`config.mk`:
```
export PLATFORM = sky130hd
export DESIGN_NAME = discrete_latch_bank_mapper_core_flat
export DESIGN_NICKNAME = d
export VERILOG_FILES = /design/src/dlbm_pkg.sv /design/src/dlbm_req_if.sv /design/src/dlbm_rsp_if.sv /design/src/dlbm_bank_map.sv /design/src/discrete_latch_bank_mapper_core.sv /design/src/flat_wrapper.sv
export SDC_FILE = /design/constraint.sdc
export NUM_CORES = 1
export LEC_CHECK = 0
export BUFFER_PORTS_ARGS = -buffer_cell sky130_fd_sc_hd__buf_4
export CAP_MARGIN = 20
export CELL_PAD_IN_SITES_DETAIL_PLACEMENT = 1
export CELL_PAD_IN_SITES_GLOBAL_PLACEMENT = 1
export CORE_ASPECT_RATIO = 1.5
export CORE_MARGIN = 1
export CORE_UTILIZATION = 48
export DETAILED_ROUTE_END_ITERATION = 10
export PLACE_DENSITY_LB_ADDON = 0.1
export SYNTH_ARGS = -nofsm -noshare
export SYNTH_HDL_FRONTEND = slang
export SYNTH_SLANG_ARGS = --single-unit
```
`constraint.sdc`:
```
create_clock -name clk -period 12.2 [get_ports clk]
set_input_delay 0.61 -clock clk [delete_from_list [all_inputs] [get_ports clk]]
set_output_delay 0.61 -clock clk [all_outputs]
set_load 0.02 [all_outputs]
```
`src/dlbm_pkg.sv`:
```
// ----------------------------------------------------------------------------
// dlbm_pkg: shared types and constants for the discrete latch bank mapper
// Kind codes, mirroring codes, address window decode and the FDS bank table.
// ----------------------------------------------------------------------------
package dlbm_pkg;

    localparam int PRG_BANK_BITS = 8;
    localparam int CHR_BANK_BITS = 8;

    localparam logic [7:0] PRG_WIDTH_MASK = 8'((1 << PRG_BANK_BITS) - 1);
    localparam logic [7:0] CHR_WIDTH_MASK = 8'((1 << CHR_BANK_BITS) - 1);

    localparam logic [5:0] K_UNROM  = 6'd0;
    localparam logic [5:0] K_CNROM  = 6'd1;
    localparam logic [5:0] K_ANROM  = 6'd2;
    localparam logic [5:0] K_M8     = 6'd3;
    localparam logic [5:0] K_M11    = 6'd4;
    localparam logic [5:0] K_CPROM  = 6'd5;
    localparam logic [5:0] K_M29    = 6'd6;
    localparam logic [5:0] K_M38    = 6'd7;
    localparam logic [5:0] K_M66    = 6'd8;
    localparam logic [5:0] K_M70    = 6'd9;
    localparam logic [5:0] K_M78    = 6'd10;
    localparam logic [5:0] K_M86    = 6'd11;
    localparam logic [5:0] K_M87    = 6'd12;
    localparam logic [5:0] K_M89    = 6'd13;
    localparam logic [5:0] K_M93    = 6'd14;
    localparam logic [5:0] K_M94    = 6'd15;
    localparam logic [5:0] K_M97    = 6'd16;
    localparam logic [5:0] K_M101   = 6'd17;
    localparam logic [5:0] K_M107   = 6'd18;
    localparam logic [5:0] K_M113   = 6'd19;
    localparam logic [5:0] K_M152   = 6'd20;
    localparam logic [5:0] K_M180   = 6'd21;
    localparam logic [5:0] K_M184   = 6'd22;
    localparam logic [5:0] K_M203   = 6'd23;
    localparam logic [5:0] K_M240   = 6'd24;
    localparam logic [5:0] K_M241   = 6'd25;
    localparam logic [5:0] K_M11160 = 6'd26;
    localparam logic [5:0] K_M538   = 6'd27;
    localparam logic [5:0] K_K3046  = 6'd28;
    localparam logic [5:0] K_M381   = 6'd29;
    localparam logic [5:0] K_M415   = 6'd30;
    localparam logic [5:0] K_M462   = 6'd31;
    localparam logic [5:0] K_M429   = 6'd32;
    localparam logic [5:0] K_M764   = 6'd33;
    localparam logic [5:0] K_M271   = 6'd34;
    localparam logic [5:0] K_M740   = 6'd35;
    localparam logic [5:0] K_M481   = 6'd36;
    localparam logic [5:0] K_M477   = 6'd37;
    localparam logic [5:0] KIND_COUNT = 6'd38;

    localparam logic [2:0] MIR_H     = 3'd0;
    localparam logic [2:0] MIR_V     = 3'd1;
    localparam logic [2:0] MIR_SA    = 3'd2;
    localparam logic [2:0] MIR_SB    = 3'd3;
    localparam logic [2:0] MIR_3A1B  = 3'd4;
    localparam logic [2:0] MIR_FIXED = 3'd5;
    localparam logic [2:0] MIR_NONE  = 3'd7;

    localparam logic [2:0] REG_KIND     = 3'd0;
    localparam logic [2:0] REG_SUB      = 3'd1;
    localparam logic [2:0] REG_CONFLICT = 3'd2;
    localparam logic [2:0] REG_LATCH    = 3'd3;
    localparam logic [2:0] REG_PRG_MASK = 3'd4;
    localparam logic [2:0] REG_CHR_MASK = 3'd5;

    localparam logic REQ_WRITE      = 1'b0;
    localparam logic REQ_SOFT_RESET = 1'b1;

    typedef struct packed {
        logic [7:0] pg6;
        logic [7:0] pg0;
        logic [7:0] pg1;
        logic [7:0] pg2;
        logic [7:0] pg3;
        logic [7:0] ch0;
        logic [7:0] ch1;
        logic [2:0] mir;
    } bank_map_t;

    function automatic logic [7:0] fds_bank(input logic [3:0] idx);
        logic [7:0] r;
        case (idx)
            4'd0:               r = 8'd0;
            4'd2:               r = 8'd2;
            4'd4:               r = 8'd3;
            4'd6:               r = 8'd4;
            4'd8, 4'd9:         r = 8'd5;
            4'd12, 4'd13:       r = 8'd6;
            4'd14, 4'd15:       r = 8'd7;
            default:            r = 8'd1;
        endcase
        return r;
    endfunction

    function automatic logic win_hit(input logic [5:0] kind, input logic [15:0] addr);
        logic [15:0] lo;
        logic [15:0] hi;
        lo = 16'h8000;
        hi = 16'hFFFF;
        case (kind)
            K_ANROM:  lo = 16'h4020;
            K_M38:    begin lo = 16'h7000; hi = 16'h7FFF; end
            K_M86:    begin lo = 16'h6000; hi = 16'h6FFF; end
            K_M87:    lo = 16'h6000;
            K_M101:   begin lo = 16'h6000; hi = 16'h7FFF; end
            K_M113:   begin lo = 16'h4100; hi = 16'h7FFF; end
            K_M184:   begin lo = 16'h6000; hi = 16'h7FFF; end
            K_M240:   begin lo = 16'h4020; hi = 16'h5FFF; end
            K_M538:   begin lo = 16'hC000; hi = 16'hCFFF; end
            default:  ;
        endcase
        return (kind < KIND_COUNT) && (addr >= lo) && (addr <= hi);
    endfunction

endpackage

```
`src/dlbm_req_if.sv`:
```
// ----------------------------------------------------------------------------
// dlbm_req_if: bus access word channel
// Valid/ready channel carrying one CPU write or soft reset event.
// ----------------------------------------------------------------------------
interface dlbm_req_if;
    logic        valid;
    logic        ready;
    logic        req_type;
    logic [15:0] cpu_addr;
    logic [7:0]  cpu_data;
    logic [7:0]  rom_data;

    modport source (output valid, req_type, cpu_addr, cpu_data, rom_data, input ready);
    modport sink   (input valid, req_type, cpu_addr, cpu_data, rom_data, output ready);
endinterface

```
`src/dlbm_rsp_if.sv`:
```
// ----------------------------------------------------------------------------
// dlbm_rsp_if: bank result word channel
// Valid/ready channel carrying the bank numbers and mirroring after a word.
// ----------------------------------------------------------------------------
interface dlbm_rsp_if;
    logic       valid;
    logic       ready;
    logic [7:0] prg_bank_6000;
    logic [7:0] prg_bank_8000;
    logic [7:0] prg_bank_a000;
    logic [7:0] prg_bank_c000;
    logic [7:0] prg_bank_e000;
    logic [7:0] chr_bank_low;
    logic [7:0] chr_bank_high;
    logic [2:0] mirror_mode;
    logic [7:0] latch_value;

    modport source (output valid, prg_bank_6000, prg_bank_8000, prg_bank_a000,
                    prg_bank_c000, prg_bank_e000, chr_bank_low, chr_bank_high,
                    mirror_mode, latch_value, input ready);
    modport sink   (input valid, prg_bank_6000, prg_bank_8000, prg_bank_a000,
                    prg_bank_c000, prg_bank_e000, chr_bank_low, chr_bank_high,
                    mirror_mode, latch_value, output ready);
endinterface

```
`src/dlbm_bank_map.sv`:
```
// ----------------------------------------------------------------------------
// dlbm_bank_map: per-kind bank decode
// Turns latch, outer bank and toggle state into raw PRG/CHR banks and mirroring.
// ----------------------------------------------------------------------------
module dlbm_bank_map (
    input  logic [5:0]           kind,
    input  logic [3:0]           sub_variant,
    input  logic [7:0]           latch,
    input  logic [7:0]           outer,
    input  logic                 toggle,
    output dlbm_pkg::bank_map_t  banks
);
    import dlbm_pkg::*;

    function automatic logic [7:0] dbl(input logic [7:0] v, input logic b);
        return {v[6:0], b};
    endfunction

    function automatic logic [7:0] quad(input logic [7:0] v, input logic [1:0] i);
        return {v[5:0], i};
    endfunction

    logic [7:0] L;
    logic [7:0] t;
    logic [7:0] ob;

    always_comb
    begin
        L = latch;
        t = 8'd0;
        ob = 8'd0;
        banks.pg6 = 8'd0;
        banks.pg0 = 8'd0;
        banks.pg1 = 8'd1;
        banks.pg2 = 8'd2;
        banks.pg3 = 8'd3;
        banks.ch0 = 8'd0;
        banks.ch1 = 8'd1;
        banks.mir = MIR_NONE;
        case (kind)
            K_UNROM:
            begin
                banks.pg0 = dbl(L, 1'b0); banks.pg1 = dbl(L, 1'b1);
                banks.pg2 = 8'hFE; banks.pg3 = 8'hFF;
            end
            K_CNROM, K_M101:
            begin
                banks.ch0 = dbl(L, 1'b0); banks.ch1 = dbl(L, 1'b1);
            end
            K_ANROM:
            begin
                t = {4'd0, L[3:0]};
                banks.pg0 = quad(t, 2'd0); banks.pg1 = quad(t, 2'd1);
                banks.pg2 = quad(t, 2'd2); banks.pg3 = quad(t, 2'd3);
                banks.mir = {2'b01, L[4]};
            end
            K_M8:
            begin
                t = {3'd0, L[7:3]};
                banks.pg0 = dbl(t, 1'b0); banks.pg1 = dbl(t, 1'b1);
                banks.pg2 = 8'd2; banks.pg3 = 8'd3;
                t = {6'd0, L[1:0]};
                banks.ch0 = dbl(t, 1'b0); banks.ch1 = dbl(t, 1'b1);
            end
            K_M11:
            begin
                t = {4'd0, L[3:0]};
                banks.pg0 = quad(t, 2'd0); banks.pg1 = quad(t, 2'd1);
                banks.pg2 = quad(t, 2'd2); banks.pg3 = quad(t, 2'd3);
                t = {4'd0, L[7:4]};
                banks.ch0 = dbl(t, 1'b0); banks.ch1 = dbl(t, 1'b1);
            end
            K_CPROM:
            begin
                banks.ch0 = 8'd0; banks.ch1 = {6'd0, L[1:0]};
            end
            K_M29:
            begin
                t = {5'd0, L[4:2]};
                banks.pg0 = dbl(t, 1'b0); banks.pg1 = dbl(t, 1'b1);
                banks.pg2 = 8'hFE; banks.pg3 = 8'hFF;
                t = {6'd0, L[1:0]};
                banks.ch0 = dbl(t, 1'b0); banks.ch1 = dbl(t, 1'b1);
            end
            K_M38:
            begin
                t = {6'd0, L[1:0]};
                banks.pg0 = quad(t, 2'd0); banks.pg1 = quad(t, 2'd1);
                banks.pg2 = quad(t, 2'd2); banks.pg3 = quad(t, 2'd3);
                t = {2'd0, L[7:2]};
                banks.ch0 = dbl(t, 1'b0); banks.ch1 = dbl(t, 1'b1);
            end
            K_M66, K_M240:
            begin
                t = {4'd0, L[7:4]};
                banks.pg0 = quad(t, 2'd0); banks.pg1 = quad(t, 2'd1);
                banks.pg2 = quad(t, 2'd2); banks.pg3 = quad(t, 2'd3);
                t = {4'd0, L[3:0]};
                banks.ch0 = dbl(t, 1'b0); banks.ch1 = dbl(t, 1'b1);
            end
            K_M70:
            begin
                t = {4'd0, L[7:4]};
                banks.pg0 = dbl(t, 1'b0); banks.pg1 = dbl(t, 1'b1);
                banks.pg2 = 8'hFE; banks.pg3 = 8'hFF;
                t = {4'd0, L[3:0]};
                banks.ch0 = dbl(t, 1'b0); banks.ch1 = dbl(t, 1'b1);
            end
            K_M78:
            begin
                t = {5'd0, L[2:0]};
                banks.pg0 = dbl(t, 1'b0); banks.pg1 = dbl(t, 1'b1);
                banks.pg2 = 8'hFE; banks.pg3 = 8'hFF;
                t = {4'd0, L[7:4]};
                banks.ch0 = dbl(t, 1'b0); banks.ch1 = dbl(t, 1'b1);
                banks.mir = (sub_variant == 4'd3) ? {2'b00, L[3]} : {2'b01, L[3]};
            end
            K_M86:
            begin
                t = {6'd0, L[5:4]};
                banks.pg0 = quad(t, 2'd0); banks.pg1 = quad(t, 2'd1);
                banks.pg2 = quad(t, 2'd2); banks.pg3 = quad(t, 2'd3);
                t = {5'd0, L[6], L[1:0]};
                banks.ch0 = dbl(t, 1'b0); banks.ch1 = dbl(t, 1'b1);
            end
            K_M87:
            begin
                t = {6'd0, L[0], L[1]};
                banks.ch0 = dbl(t, 1'b0); banks.ch1 = dbl(t, 1'b1);
            end
            K_M89:
            begin
                t = {5'd0, L[6:4]};
                banks.pg0 = dbl(t, 1'b0); banks.pg1 = dbl(t, 1'b1);
                banks.pg2 = 8'hFE; banks.pg3 = 8'hFF;
                t = {4'd0, L[7], L[2:0]};
                banks.ch0 = dbl(t, 1'b0); banks.ch1 = dbl(t, 1'b1);
                banks.mir = {2'b01, L[3]};
            end
            K_M93:
            begin
                t = {4'd0, L[7:4]};
                banks.pg0 = dbl(t, 1'b0); banks.pg1 = dbl(t, 1'b1);
                banks.pg2 = 8'hFE; banks.pg3 = 8'hFF;
            end
            K_M94:
            begin
                t = {2'd0, L[7:2]};
                banks.pg0 = dbl(t, 1'b0); banks.pg1 = dbl(t, 1'b1);
                banks.pg2 = 8'hFE; banks.pg3 = 8'hFF;
            end
            K_M97:
            begin
                banks.pg0 = 8'hFE; banks.pg1 = 8'hFF;
                t = {4'd0, L[3:0]};
                banks.pg2 = dbl(t, 1'b0); banks.pg3 = dbl(t, 1'b1);
                if (L[7:6] == 2'd1)
                    banks.mir = MIR_H;
                else if (L[7:6] == 2'd2)
                    banks.mir = MIR_V;
                t = {6'd0, L[0], L[1]};
                banks.ch0 = dbl(t, 1'b0); banks.ch1 = dbl(t, 1'b1);
            end
            K_M107:
            begin
                t = {6'd0, L[2:1]};
                banks.pg0 = quad(t, 2'd0); banks.pg1 = quad(t, 2'd1);
                banks.pg2 = quad(t, 2'd2); banks.pg3 = quad(t, 2'd3);
                t = {5'd0, L[2:0]};
                banks.ch0 = dbl(t, 1'b0); banks.ch1 = dbl(t, 1'b1);
            end
            K_M113:
            begin
                t = {5'd0, L[5:3]};
                banks.pg0 = quad(t, 2'd0); banks.pg1 = quad(t, 2'd1);
                banks.pg2 = quad(t, 2'd2); banks.pg3 = quad(t, 2'd3);
                t = {4'd0, L[6], L[2:0]};
                banks.ch0 = dbl(t, 1'b0); banks.ch1 = dbl(t, 1'b1);
            end
            K_M152:
            begin
                t = {5'd0, L[6:4]};
                banks.pg0 = dbl(t, 1'b0); banks.pg1 = dbl(t, 1'b1);
                banks.pg2 = 8'hFE; banks.pg3 = 8'hFF;
                t = {4'd0, L[3:0]};
                banks.ch0 = dbl(t, 1'b0); banks.ch1 = dbl(t, 1'b1);
                banks.mir = {2'b01, L[7]};
            end
            K_M180:
            begin
                banks.pg0 = 8'd0; banks.pg1 = 8'd1;
                banks.pg2 = dbl(L, 1'b0); banks.pg3 = dbl(L, 1'b1);
            end
            K_M184:
            begin
                banks.ch0 = L; banks.ch1 = {4'd0, L[7:4]};
            end
            K_M203:
            begin
                t = {2'd0, L[7:2]};
                banks.pg0 = dbl(t, 1'b0); banks.pg1 = dbl(t, 1'b1);
                banks.pg2 = dbl(t, 1'b0); banks.pg3 = dbl(t, 1'b1);
                t = {6'd0, L[1:0]};
                banks.ch0 = dbl(t, 1'b0); banks.ch1 = dbl(t, 1'b1);
            end
            K_M241:
            begin
                t = L[7] ? (L | 8'h08) : L;
                banks.pg0 = quad(t, 2'd0); banks.pg1 = quad(t, 2'd1);
                banks.pg2 = quad(t, 2'd2); banks.pg3 = quad(t, 2'd3);
            end
            K_M11160:
            begin
                t = {5'd0, L[6:4]};
                banks.pg0 = quad(t, 2'd0); banks.pg1 = quad(t, 2'd1);
                banks.pg2 = quad(t, 2'd2); banks.pg3 = quad(t, 2'd3);
                t = {3'd0, L[6:4], L[1:0]};
                banks.ch0 = dbl(t, 1'b0); banks.ch1 = dbl(t, 1'b1);
                banks.mir = {2'b00, L[7]};
            end
            K_M538:
            begin
                banks.pg6 = {1'b0, L[7:1]} | 8'h08;
                banks.pg0 = fds_bank(L[3:0]);
                banks.pg1 = 8'd14; banks.pg2 = 8'd7; banks.pg3 = 8'd15;
                banks.mir = MIR_V;
            end
            K_K3046:
            begin
                banks.pg0 = dbl(L, 1'b0); banks.pg1 = dbl(L, 1'b1);
                t = L | 8'h07;
                banks.pg2 = dbl(t, 1'b0); banks.pg3 = dbl(t, 1'b1);
                if (sub_variant == 4'd2)
                    banks.mir = L[3] ? MIR_H : MIR_V;
                else
                    banks.mir = L[5] ? MIR_H : MIR_V;
            end
            K_M381:
            begin
                t = {3'd0, toggle, L[2:0], L[4]};
                banks.pg0 = dbl(t, 1'b0); banks.pg1 = dbl(t, 1'b1);
                t = {3'd0, toggle, 4'hF};
                banks.pg2 = dbl(t, 1'b0); banks.pg3 = dbl(t, 1'b1);
            end
            K_M415:
            begin
                banks.pg6 = {4'd0, L[3:0]};
                banks.pg0 = 8'hFC; banks.pg1 = 8'hFD;
                banks.pg2 = 8'hFE; banks.pg3 = 8'hFF;
                banks.mir = {2'b00, ~L[4]};
            end
            K_M462:
            begin
                if (outer[6])
                begin
                    t = {3'd0, outer[7:6], L[2:0]} & 8'h1F;
                    t = {3'd0, outer[7:6] & 2'b11, L[2:0]};
                    t = {3'd0, outer[7], outer[6], L[2:0]};
                    banks.pg0 = quad(t, 2'd0); banks.pg1 = quad(t, 2'd1);
                    banks.pg2 = quad(t, 2'd2); banks.pg3 = quad(t, 2'd3);
                    banks.mir = L[4] ? MIR_SB : MIR_SA;
                end
                else
                begin
                    ob = {2'd0, outer[7:5], 3'd0};
                    t = ob | {5'd0, L[2:0]};
                    banks.pg0 = dbl(t, 1'b0); banks.pg1 = dbl(t, 1'b1);
                    t = ob | 8'h07;
                    banks.pg2 = dbl(t, 1'b0); banks.pg3 = dbl(t, 1'b1);
                    banks.mir = outer[4] ? MIR_V : MIR_H;
                end
            end
            K_M429:
            begin
                t = {2'd0, L[7:2]};
                banks.pg0 = quad(t, 2'd0); banks.pg1 = quad(t, 2'd1);
                banks.pg2 = quad(t, 2'd2); banks.pg3 = quad(t, 2'd3);
                if (sub_variant == 4'd2)
                    t = {5'd0, L[2] & L[3], L[1:0]};
                else
                    t = L;
                banks.ch0 = dbl(t, 1'b0); banks.ch1 = dbl(t, 1'b1);
                if (sub_variant == 4'd1)
                    banks.mir = L[7] ? MIR_SB : MIR_SA;
            end
            K_M764:
            begin
                if (L[6])
                begin
                    t = {1'b0, L[7:1]};
                    banks.pg0 = quad(t, 2'd0); banks.pg1 = quad(t, 2'd1);
                    banks.pg2 = quad(t, 2'd2); banks.pg3 = quad(t, 2'd3);
                end
                else
                begin
                    banks.pg0 = dbl(L, 1'b0); banks.pg1 = dbl(L, 1'b1);
                    t = L | 8'h07;
                    banks.pg2 = dbl(t, 1'b0); banks.pg3 = dbl(t, 1'b1);
                end
                banks.mir = L[5] ? MIR_H : MIR_V;
            end
            K_M271:
            begin
                t = {4'd0, L[3:0]};
                banks.ch0 = dbl(t, 1'b0); banks.ch1 = dbl(t, 1'b1);
                t = {4'd0, L[7:4]};
                banks.pg0 = quad(t, 2'd0); banks.pg1 = quad(t, 2'd1);
                banks.pg2 = quad(t, 2'd2); banks.pg3 = quad(t, 2'd3);
                banks.mir = {2'b00, L[5]};
            end
            K_M740:
            begin
                t = {3'd0, L[4:0]};
                if (L[4:0] == 5'd2)
                begin
                    ob = {4'd0, L[4:1]};
                    banks.pg0 = quad(ob, 2'd0); banks.pg1 = quad(ob, 2'd1);
                    banks.pg2 = quad(ob, 2'd2); banks.pg3 = quad(ob, 2'd3);
                end
                else
                begin
                    banks.pg0 = dbl(t, 1'b0); banks.pg1 = dbl(t, 1'b1);
                    banks.pg2 = dbl(t, 1'b0); banks.pg3 = dbl(t, 1'b1);
                end
                banks.ch0 = dbl(t, 1'b0); banks.ch1 = dbl(t, 1'b1);
                case (L[7:6])
                    2'd0:    banks.mir = MIR_3A1B;
                    2'd1:    banks.mir = MIR_V;
                    2'd2:    banks.mir = MIR_H;
                    default: banks.mir = MIR_SB;
                endcase
            end
            K_M481:
            begin
                t = {4'd0, L[7], L[2:0]};
                banks.pg0 = dbl(t, 1'b0); banks.pg1 = dbl(t, 1'b1);
                t = {4'd0, L[7:4]} | 8'h07;
                banks.pg2 = dbl(t, 1'b0); banks.pg3 = dbl(t, 1'b1);
            end
            K_M477:
            begin
                if (L[3:1] != 3'd0)
                begin
                    banks.pg0 = 8'hFE; banks.pg1 = 8'hFF;
                    banks.pg2 = dbl(L, 1'b0); banks.pg3 = dbl(L, 1'b1);
                end
                else
                begin
                    t = {1'b0, L[7:1]};
                    banks.pg0 = quad(t, 2'd0); banks.pg1 = quad(t, 2'd1);
                    banks.pg2 = quad(t, 2'd2); banks.pg3 = quad(t, 2'd3);
                end
                banks.ch0 = dbl(L, 1'b0); banks.ch1 = dbl(L, 1'b1);
            end
            default:
            begin
                banks.pg1 = 8'd0; banks.pg2 = 8'd0; banks.pg3 = 8'd0;
                banks.ch1 = 8'd0;
            end
        endcase
    end

endmodule

```
`src/discrete_latch_bank_mapper_core.sv`:
```
// ----------------------------------------------------------------------------
// discrete_latch_bank_mapper_core: discrete cartridge bank latch, 38 kinds
// One word per cycle in and one bank result word per cycle out, unless the result side stalls.
// ----------------------------------------------------------------------------
// Each accepted word (a CPU write or a soft reset event) updates the latch
// state and produces one registered result word, carrying the 8KB PRG
// banks, the 4KB CHR banks, the mirroring code and the latch contents. A new
// word is taken every cycle; the single result register is the only stage, so
// the input stalls only while a result is held by a stalled downstream side.
// Configuration is written through cfg_we/cfg_index/cfg_data while idle;
// writing the initial latch value also loads the latch.
module discrete_latch_bank_mapper_core (
    input  logic                 clk,
    input  logic                 rst_n,
    input  logic                 cfg_we,
    input  logic [2:0]           cfg_index,
    input  logic [7:0]           cfg_data,
    dlbm_req_if.sink             req,
    dlbm_rsp_if.source           rsp
);
    import dlbm_pkg::*;

    logic [5:0] kind_reg;
    logic [3:0] sub_reg;
    logic       conflict_reg;
    logic [7:0] prg_mask_reg;
    logic [7:0] chr_mask_reg;

    logic [7:0] latch_reg, latch_next;
    logic [7:0] outer_reg, outer_next;
    logic       toggle_reg, toggle_next;
    logic [2:0] hold_reg, hold_next;

    logic       valid_reg;
    logic [7:0] pg6_reg, pg0_reg, pg1_reg, pg2_reg, pg3_reg, ch0_reg, ch1_reg;
    logic [2:0] mir_reg;
    logic [7:0] lv_reg;

    logic       accept;
    logic [7:0] pm;
    logic [7:0] cm;
    bank_map_t  banks;

    assign accept = req.valid && req.ready;
    assign req.ready = !valid_reg || rsp.ready;
    assign pm = prg_mask_reg & PRG_WIDTH_MASK;
    assign cm = chr_mask_reg & CHR_WIDTH_MASK;

    always_comb
    begin
        latch_next = latch_reg;
        outer_next = outer_reg;
        toggle_next = toggle_reg;
        if (req.req_type == REQ_WRITE)
        begin
            if (win_hit(kind_reg, req.cpu_addr))
            begin
                if (kind_reg == K_M462 && req.cpu_addr[15:13] == 3'b101)
                    outer_next = req.cpu_data;
                else if (kind_reg == K_M477)
                    latch_next = latch_reg[3]
                        ? ((req.rom_data & 8'h0F) | (req.cpu_data & req.rom_data & 8'hF0))
                        : (req.rom_data & req.cpu_data);
                else if (kind_reg == K_K3046 && sub_reg == 4'd1)
                    latch_next = (req.rom_data & 8'h08)
                        | (req.cpu_data & req.rom_data & 8'hF7);
                else
                    latch_next = conflict_reg ? (req.cpu_data & req.rom_data)
                                              : req.cpu_data;
            end
        end
        else
        begin
            case (kind_reg)
                K_K3046, K_M477: latch_next = 8'd0;
                K_M429:          latch_next = 8'd4;
                K_M381:          toggle_next = ~toggle_reg;
                K_M462:          outer_next = 8'd0;
                default:         ;
            endcase
        end
    end

    dlbm_bank_map u_map (
        .kind        (kind_reg),
        .sub_variant (sub_reg),
        .latch       (latch_next),
        .outer       (outer_next),
        .toggle      (toggle_next),
        .banks       (banks)
    );

    assign hold_next = (banks.mir == MIR_NONE) ? hold_reg : banks.mir;

    always_ff @(posedge clk or negedge rst_n)
    begin
        if (!rst_n)
        begin
            kind_reg     <= K_UNROM;
            sub_reg      <= 4'd0;
            conflict_reg <= 1'b0;
            prg_mask_reg <= 8'hFF;
            chr_mask_reg <= 8'hFF;
            latch_reg    <= 8'd0;
            outer_reg    <= 8'd0;
            toggle_reg   <= 1'b0;
            hold_reg     <= MIR_FIXED;
            valid_reg    <= 1'b0;
        end
        else
        begin
            if (accept)
            begin
                latch_reg  <= latch_next;
                outer_reg  <= outer_next;
                toggle_reg <= toggle_next;
                hold_reg   <= hold_next;
                valid_reg  <= 1'b1;
            end
            else if (rsp.ready)
            begin
                valid_reg <= 1'b0;
            end
            if (cfg_we)
            begin
                unique case (cfg_index)
                    REG_KIND:     kind_reg <= cfg_data[5:0];
                    REG_SUB:      sub_reg <= cfg_data[3:0];
                    REG_CONFLICT: conflict_reg <= cfg_data[0];
                    REG_LATCH:    latch_reg <= cfg_data;
                    REG_PRG_MASK: prg_mask_reg <= cfg_data;
                    REG_CHR_MASK: chr_mask_reg <= cfg_data;
                    default:      ;
                endcase
            end
        end
    end

    always_ff @(posedge clk)
    begin
        if (accept)
        begin
            pg6_reg <= banks.pg6 & pm;
            pg0_reg <= banks.pg0 & pm;
            pg1_reg <= banks.pg1 & pm;
            pg2_reg <= banks.pg2 & pm;
            pg3_reg <= banks.pg3 & pm;
            ch0_reg <= banks.ch0 & cm;
            ch1_reg <= banks.ch1 & cm;
            mir_reg <= hold_next;
            lv_reg  <= latch_next;
        end
    end

    assign rsp.valid         = valid_reg;
    assign rsp.prg_bank_6000 = pg6_reg;
    assign rsp.prg_bank_8000 = pg0_reg;
    assign rsp.prg_bank_a000 = pg1_reg;
    assign rsp.prg_bank_c000 = pg2_reg;
    assign rsp.prg_bank_e000 = pg3_reg;
    assign rsp.chr_bank_low  = ch0_reg;
    assign rsp.chr_bank_high = ch1_reg;
    assign rsp.mirror_mode   = mir_reg;
    assign rsp.latch_value   = lv_reg;

endmodule

```
`src/flat_wrapper.sv`:
```
// flat-port wrapper written by rule: the top's interface ports become plain ports
module discrete_latch_bank_mapper_core_flat import dlbm_pkg::*;
  (clk, rst_n, cfg_we, cfg_index, cfg_data, req_valid, req_req_type, req_cpu_addr, req_cpu_data, req_rom_data, req_ready, rsp_valid, rsp_prg_bank_6000, rsp_prg_bank_8000, rsp_prg_bank_a000, rsp_prg_bank_c000, rsp_prg_bank_e000, rsp_chr_bank_low, rsp_chr_bank_high, rsp_mirror_mode, rsp_latch_value, rsp_ready);
  dlbm_req_if req_i ();
  dlbm_rsp_if rsp_i ();
  input  logic clk;
  input  logic rst_n;
  input  logic cfg_we;
  input  logic [2:0] cfg_index;
  input  logic [7:0] cfg_data;
  input wire logic [$bits(req_i.valid)-1:0] req_valid;
  input wire logic [$bits(req_i.req_type)-1:0] req_req_type;
  input wire logic [$bits(req_i.cpu_addr)-1:0] req_cpu_addr;
  input wire logic [$bits(req_i.cpu_data)-1:0] req_cpu_data;
  input wire logic [$bits(req_i.rom_data)-1:0] req_rom_data;
  output wire logic [$bits(req_i.ready)-1:0] req_ready;
  output wire logic [$bits(rsp_i.valid)-1:0] rsp_valid;
  output wire logic [$bits(rsp_i.prg_bank_6000)-1:0] rsp_prg_bank_6000;
  output wire logic [$bits(rsp_i.prg_bank_8000)-1:0] rsp_prg_bank_8000;
  output wire logic [$bits(rsp_i.prg_bank_a000)-1:0] rsp_prg_bank_a000;
  output wire logic [$bits(rsp_i.prg_bank_c000)-1:0] rsp_prg_bank_c000;
  output wire logic [$bits(rsp_i.prg_bank_e000)-1:0] rsp_prg_bank_e000;
  output wire logic [$bits(rsp_i.chr_bank_low)-1:0] rsp_chr_bank_low;
  output wire logic [$bits(rsp_i.chr_bank_high)-1:0] rsp_chr_bank_high;
  output wire logic [$bits(rsp_i.mirror_mode)-1:0] rsp_mirror_mode;
  output wire logic [$bits(rsp_i.latch_value)-1:0] rsp_latch_value;
  input wire logic [$bits(rsp_i.ready)-1:0] rsp_ready;
  assign req_i.valid = req_valid;
  assign req_i.req_type = req_req_type;
  assign req_i.cpu_addr = req_cpu_addr;
  assign req_i.cpu_data = req_cpu_data;
  assign req_i.rom_data = req_rom_data;
  assign req_ready = req_i.ready;
  assign rsp_valid = rsp_i.valid;
  assign rsp_prg_bank_6000 = rsp_i.prg_bank_6000;
  assign rsp_prg_bank_8000 = rsp_i.prg_bank_8000;
  assign rsp_prg_bank_a000 = rsp_i.prg_bank_a000;
  assign rsp_prg_bank_c000 = rsp_i.prg_bank_c000;
  assign rsp_prg_bank_e000 = rsp_i.prg_bank_e000;
  assign rsp_chr_bank_low = rsp_i.chr_bank_low;
  assign rsp_chr_bank_high = rsp_i.chr_bank_high;
  assign rsp_mirror_mode = rsp_i.mirror_mode;
  assign rsp_latch_value = rsp_i.latch_value;
  assign rsp_i.ready = rsp_ready;
  discrete_latch_bank_mapper_core u_core (.clk(clk), .rst_n(rst_n), .cfg_we(cfg_we), .cfg_index(cfg_index), .cfg_data(cfg_data), .req(req_i), .rsp(rsp_i));
endmodule
```
* After elaboration in Yosys (flattened, before gate mapping) *
Memory sizes are Yosys's and may differ from the RTL's.
Cells that the tools add are included.

storage, ports and cells
  memories = 1
  bits in read-only memories = 48
  output and inout port bits = 69
  bits in registers = 111

cells by class
  mux-type cells = 48
  eq/ne operators = 50
  magnitude comparators = 3
  bitwise gates (word level) = 14
  reductions and logical operators = 34

memories
  name              depth  width  read ports  clocked after memory_dff  write ports  RTL line        text
  (name not given)  16     3      1           0                         0            dlbm_pkg.sv:84  case (idx)

operator list
  cell                                                              count
  24-bit case mux with 29 select lines                              1
  8-bit case mux with 25 select lines                               1
  8-bit case mux with 16 select lines                               1
  8-bit two-way mux                                                 14
  8-bit case mux with 14 select lines                               1
  6-bit by 5-bit == test with 1-bit output (second input constant)  16
  16-bit case mux with 5 select lines                               1
  32-bit two-way mux                                                2
  16-bit case mux with 4 select lines                               1
  8-bit bitwise AND                                                 7
  6-bit by 4-bit == test with 1-bit output (second input constant)  8
  3-bit case mux with 14 select lines                               1
  6-bit == test (second input constant)                             6
  16-bit two-way mux                                                2
  31-bit two-way mux                                                1
  26-bit two-way mux                                                1
  6-bit by 3-bit == test with 1-bit output (second input constant)  4
  2-bit OR reduction                                                9
  16-bit >= comparator                                              1
  16-bit <= comparator                                              1
  4-bit by 8-bit OR with 8-bit output                               2
  8-bit case mux with 2 select lines                                1
  7-bit case mux with 2 select lines                                1
  13-bit OR reduction                                               1
  33 further kinds                                                  65

* Longest topological paths before layout *
  word-level depth = 15
  depth in mapped cells = 25
  gate-level depth less buffers = 21

* Hierarchy *
Synthesis repeated with hierarchy kept, for this count alone.

second synthesis, totals
  cells, all modules = 913
  area, all modules = 8456.9 sq um

by module, submodules not included
  module                           area an instance (sq um)  cells an instance  instances  seq. area each (sq um)
  discrete_latch_bank_mapper_core  5412.7                    438                1          3235.6
  dlbm_bank_map                    3044.2                    475                1          0.0

* Least setup slack after synthesis *
No wires, ideal clock.

  path kind = flip-flop to flip-flop
  from = register u_core.kind_reg[3]
  to = register u_core.hold_reg[2]
  clock period less this slack = 5.080 ns
  setup time = 0.110 ns
  path slack = 7.120 ns
  data arrival time = 4.970 ns
  data required time = 12.090 ns
  cell stages (with the launch flop) = 25
  cells stage by stage = dfrtp_1 -> buf_2 -> clkbuf_1 -> clkbuf_1 -> clkbuf_1 -> clkbuf_1 -> o22ai_1 -> nand3_1 -> a21oi_1 -> ha_1 -> nand4_1 -> nor4_1 -> o211a_2 -> nand2_4 -> buf_2 -> a221o_1 -> inv_1 -> ha_1 -> o22a_1 -> nand3_1 -> a221oi_1 -> o2111a_1 -> and4_1 -> nor3_1 -> a211oi_1

between the ends
  word-level cells in the longest chain between the ends = 15

RTL lines
  what                                                                       RTL line                                    text
  start, declared                                                            discrete_latch_bank_mapper_core.sv:23       logic [5:0] kind_reg;
  start signal, assigned                                                     discrete_latch_bank_mapper_core.sv:127      REG_KIND: kind_reg <= cfg_data[5:0];
  6-bit by 4-bit == test with 1-bit output, or another cell as far along     dlbm_pkg.sv:102                             case (kind)
  4-bit OR reduction (no source line) or 2-bit OR reduction (tied branches)  --
  16-bit case mux with 5 select lines                                        dlbm_pkg.sv:102
  16-bit two-way mux                                                         discrete_latch_bank_mapper_core.sv:54       if (req.req_type == REQ_WRITE)
  16-bit >= comparator                                                       dlbm_pkg.sv:114                             return (kind < KIND_COUNT) && (addr >= lo) && (addr <= hi);
  1-bit logical AND (2 in a row)                                             dlbm_pkg.sv:114
  8-bit two-way mux                                                          discrete_latch_bank_mapper_core.sv:56       if (win_hit(kind_reg, req.cpu_addr))
  8-bit two-way mux *                                                        discrete_latch_bank_mapper_core.sv:54
  via u_core.latch_next[7]                                                   discrete_latch_bank_mapper_core.sv:29       logic [7:0] latch_reg, latch_next;
  2-bit == test                                                              dlbm_bank_map.sv:159, dlbm_bank_map.sv:326
  3-bit two-way mux                                                          dlbm_bank_map.sv:159                        else if (L[7:6] == 2'd2)
  3-bit two-way mux                                                          dlbm_bank_map.sv:157                        if (L[7:6] == 2'd1)
  3-bit case mux with 14 select lines *                                      dlbm_bank_map.sv:40                         case (kind)
  3-bit == test                                                              discrete_latch_bank_mapper_core.sv:93       assign hold_next = (banks.mir == MIR_NONE) ? hold_reg : banks.mir;
  3-bit two-way mux *                                                        discrete_latch_bank_mapper_core.sv:93
  end signal, assigned                                                       discrete_latch_bank_mapper_core.sv:117      hold_reg <= hold_next;
  end, declared                                                              discrete_latch_bank_mapper_core.sv:32       logic [2:0] hold_reg, hold_next;

Mark *: on every way through the listed nets, which the timed path passes. The rest lies on a longest branch. The select of a mux whose other input is x is not followed.
A chain may end at the register's enable or synchronous reset.

* Final worst setup path *
  from = register u_core.kind_reg[4]
  to = register u_core.hold_reg[2]

between the ends
  word-level cells in the longest chain between the ends = 15

RTL lines
  what                                                                       RTL line
  6-bit by 4-bit == test with 1-bit output, or another cell as far along     dlbm_pkg.sv:102
  4-bit OR reduction (no source line) or 2-bit OR reduction (tied branches)  --
  16-bit case mux with 5 select lines                                        dlbm_pkg.sv:102
  16-bit two-way mux                                                         discrete_latch_bank_mapper_core.sv:54
  16-bit >= comparator                                                       dlbm_pkg.sv:114
  1-bit logical AND (2 in a row)                                             dlbm_pkg.sv:114
  8-bit two-way mux                                                          discrete_latch_bank_mapper_core.sv:56
  8-bit two-way mux                                                          discrete_latch_bank_mapper_core.sv:54
  2-bit == test                                                              dlbm_bank_map.sv:159, dlbm_bank_map.sv:326
  3-bit two-way mux                                                          dlbm_bank_map.sv:159
  3-bit two-way mux                                                          dlbm_bank_map.sv:157
  3-bit case mux with 14 select lines *                                      dlbm_bank_map.sv:40
  3-bit == test                                                              discrete_latch_bank_mapper_core.sv:93
  3-bit two-way mux *                                                        discrete_latch_bank_mapper_core.sv:93

Mark *: on every way between the ends. The rest lies on a longest branch, timed or not. The select of a mux whose other input is x is not followed.

==> summary.md <==
| Metric | Value |
|---|---|
| Ant. Diodes | `0` |
| Main flop type after synthesis | `edfxtp_1` |
| Max Freq | `155 MHz` |
| Root buf cell | `clkbuf_16` |
| Total die area | `roughly 0.017 mm²` |
| Critical path class | `register to register` |
| Hold Vio Cnt, Final | `0` |
| Core area | `0.0158 mm²` |
| Synth unique cells | `105` |
| Setup Fix Bufs, Post-CTS | `0` |
| Vias in the first global route | `8765` |
| Largest buffer count on any clock path | `2` |
| Ys async rst share | `about 42%` |
| Fillers | `1838` |
| CP Capture Type | `register` |
| CP required | `12.45 ns` |
| Pins Over Slew Limit | `0` |
| Die H | `158 µm` |
| MaxCap Viol Count | `0` |
| LEAKAGE | `3.58 nW` |
| Crit path DAT | `about 6.7 ns` |
| Antenna-violating nets left | `0` |
| Hpwl dp | `about 28000 µm` |
| First-pass GRT wire length | `~56000 µm` |
| Area Growth Syn to Fin | `15.9%` |
| Period utilisation layout | `between 50% and 60%` |
| Register area share after synthesis | `37.6%` |
| CTS tree | `done` |
| Yosys top cell by area | `edfxtp_1` |
| Iteration-0 DRC Markers | `991` |
| Worst-Margin Slew | `around 1.1 ns` |
| Hold Path Class | `input port to async pin` |
| Clk sinks | `104` |
| Io pins | `118` |
| Status | `complete, no violations` |
| Sw power | `0.000786 W` |
| Share of cells above drive strength 1 | `24.4%` |
| Cell Area, Placed | `0.00873 mm²` |
| Vias | `8543` |
| Clock power share | `18.0%` |
| Clock Pin Slew Worst Setup and Hold Paths | `0.08 ns` |
| DRT Pass-1 Iters | `6` |
| Die W | `106 µm` |
| Maximum VDD drop | `101 µV` |
| Top post-synthesis cells by area | `edfxtp_1 (23%), dfrtp_1 (8.4%), dfstp_2 (6.1%), nand2_1 (4.3%), a21oi_1 (4.0%)` |
| Total GRT Usage | `45.8%` |
| Layout Nets | `1016` |
| Comb power frac | `50.3%` |
| Post-cts sizing count | `0` |
| Mapped Nets | `approximately 930` |
| H-tree depth | `3` |
| Synth top cells by count | `nand2_1 (90), nor2_1 (82), a21oi_1 (63)` |
| Global placer's final weighted congestion | `1.06` |
| Internal power | `0.000844 W` |
| Post-route cell area | `around 0.0090 mm²` |
| Wirelength per Cell | `32.6 µm` |
| Via density per instance | `7.35` |
| Post-Syn Area | `0.00779 mm²` |
| Setup slack, reg-to-reg | `5.77 ns` |
| Cells after Synth | `873` |
| Place WS | `5.97 ns` |
| Max-slew headroom | `between 20% and 30%` |
| Worst-path fanout max | `38` |
| Post-route DRC | `0` |
| Mapped Avg Cell Area | `a little under 9 µm²` |
| RSZ-0062 raised after global routing | `no` |
| Clk_lat worst skew | `0.36 ns` |
| PnR Total Power | `0.00163 W` |
| Post-synth EDFFs | `60` |
| R2R Path Start | `u_core.kind_reg[4]` |
| Count leader, synth | `nand2_1` |
| Rows | `between 50 and 60` |
| Switching share of power | `48.2%` |
| Clk_skew | `0.0152 ns` |
| Yosys reg bits | `between 100 and 150` |
| WHS | `around 0.23 ns` |
| Starting density of the core | `49.4%` |
| Hold_buf cts | `0` |
| Largest net degree at the start of global routing | `67` |
| # port buffers | `roughly 120` |
| Reg2reg end | `u_core.hold_reg[2]` |
| Grt ovf | `0` |
| Seq pwr share | `31.8%` |
| Minimum clock period | `approximately 6.4 ns` |
| FF-to-FF path depth | `20` |
| WL final | `37900 µm` |
| Yosys top cell area share | `23.1%` |
| Initial antenna violation count | `1` |
| Final Worst Setup Slack | `just under 6 ns` |
| TritonCTS Buffers | `9` |
| Power per cell area | `181 mW/mm²` |
| Synthesis Warnings | `0` |
| Startpoint Class | `register` |
| Setup-failing EPs final | `0` |
| Fin Setup TNS | `0 ns` |
==> power groups by stage <==
stage / clock network, W / logic [W] / registers (W)
6_report: 0.000293 / 0.000820 / 0.000518
5_1_grt: 0.000302 / 0.000847 / 0.000521
4_1_cts: 0.000292 / 0.000781 / 0.000512
3_5_place_dp: 0 / 0.000773 / 0.000518
3_3_place_gp: 0 / 0.000743 / 0.000510
2_1_floorplan: 0 / 0.000479 / 0.000519
==> layer usage <==
layer / wire [µm] / GRT usage, %
met5: 0 / 0
met1: 12800 / 50.9
met4: 3850 / 40.8
met2: 17500 / 74.1
met3: 3720 / 9.72
==> critical path, cell delays in order, from the launching register on <==
cell and delay [ns]:
dfrtp_1 0.34, buf_4 0.38, nor2b_1 0.62, nand2_1 0.21
nor2_1 0.87, nor2_1 0.14, ha_1 0.36, a21oi_1 0.15
o21ai_0 0.19, a211oi_4 0.45, nor2_1 0.20, o21ai_0 0.25
a21o_1 0.54, ha_1 0.25, o22a_1 0.12, nand3_1 0.08
a221oi_1 0.26, o2111a_1 0.23, and4_1 0.32, nor3_1 0.09
a211oi_1 0.25
==> layout by cell type, fill, tap and decap left out, types with 7 or more instances in the layout <==
cell type	instances
nor2_1	82
o211ai_1	14
a31oi_1	7
ha_1	12
and2_1	11
o311a_1	10
nor3_1	22
nand2_1	90
mux2_2	25
a21oi_1	63
clkbuf_16	9
nand4_1	8
and3_1	11
a22oi_1	22
nor4_1	10
edfxtp_1	60
a211oi_1	8
buf_4	131
a32oi_1	11
nor2b_1	20
o211a_1	9
a21o_1	7
o22ai_1	13
dfstp_2	18
dfrtp_1	26
a221oi_1	9
nand2b_1	18
o21ai_0	61
nand3_1	18
inv_1	15
==> worst max path at each step <==
stage	start	to	slack (ns)	cells after the start
final	u_core.kind_reg[4]	u_core.hold_reg[2]	5.77	20
after global routing	u_core.kind_reg[3]	u_core.rsp.mirror_mode[1]	5.45	20
after CTS	u_core.kind_reg[4]	u_core.hold_reg[2]	5.92	20
after detailed placement	u_core.kind_reg[4]	u_core.hold_reg[1]	5.97	20
after global placement	u_core.kind_reg[4]	u_core.hold_reg[2]	6.36	20
after floorplan	u_core.kind_reg[3]	u_core.hold_reg[2]	7.12	24
==> kinds of logic (layout without fill, tap and decap cells) <==
| family | Yosys count | after routing | share of synthesized area [%] |
|---|---|---|---|
| simple gates | 335 | 335 | 22.7 |
| compound gates | 305 | 305 | 27.9 |
| flops | 104 | 104 | 37.6 |
| buf+inv | 83 | 170 | 5.00 |
| mux | 31 | 31 | 4.61 |
| fa+ha+maj | 12 | 12 | 1.93 |
| xor+xnor | 2 | 2 | 0.225 |
| other cells | 1 | 1 | 0.0482 |
==> per-stage QoR <==
stage / std cells / util [%]
finish: 1163 / 57.2
global route: 1163 / 57.2
CTS: 1163 / 57.2
detailed placement: 1147 / 55.3
global placement: 1147 / 55.3
floorplan: 873 / -
==> cell type report <==
type	count	area [µm²]	share of cell area, %
Clock buffer	9	225	2.50
Clock inverter	7	72.6	0.804
Inverter	23	91.3	1.01
Multi-Input combinational cell	686	4470	49.6
Sequential cell	104	2930	32.4
Tap cell	203	254	2.81
Timing Repair Buffer	131	983	10.9
No activity file was read; power rests on OpenSTA's default activity.
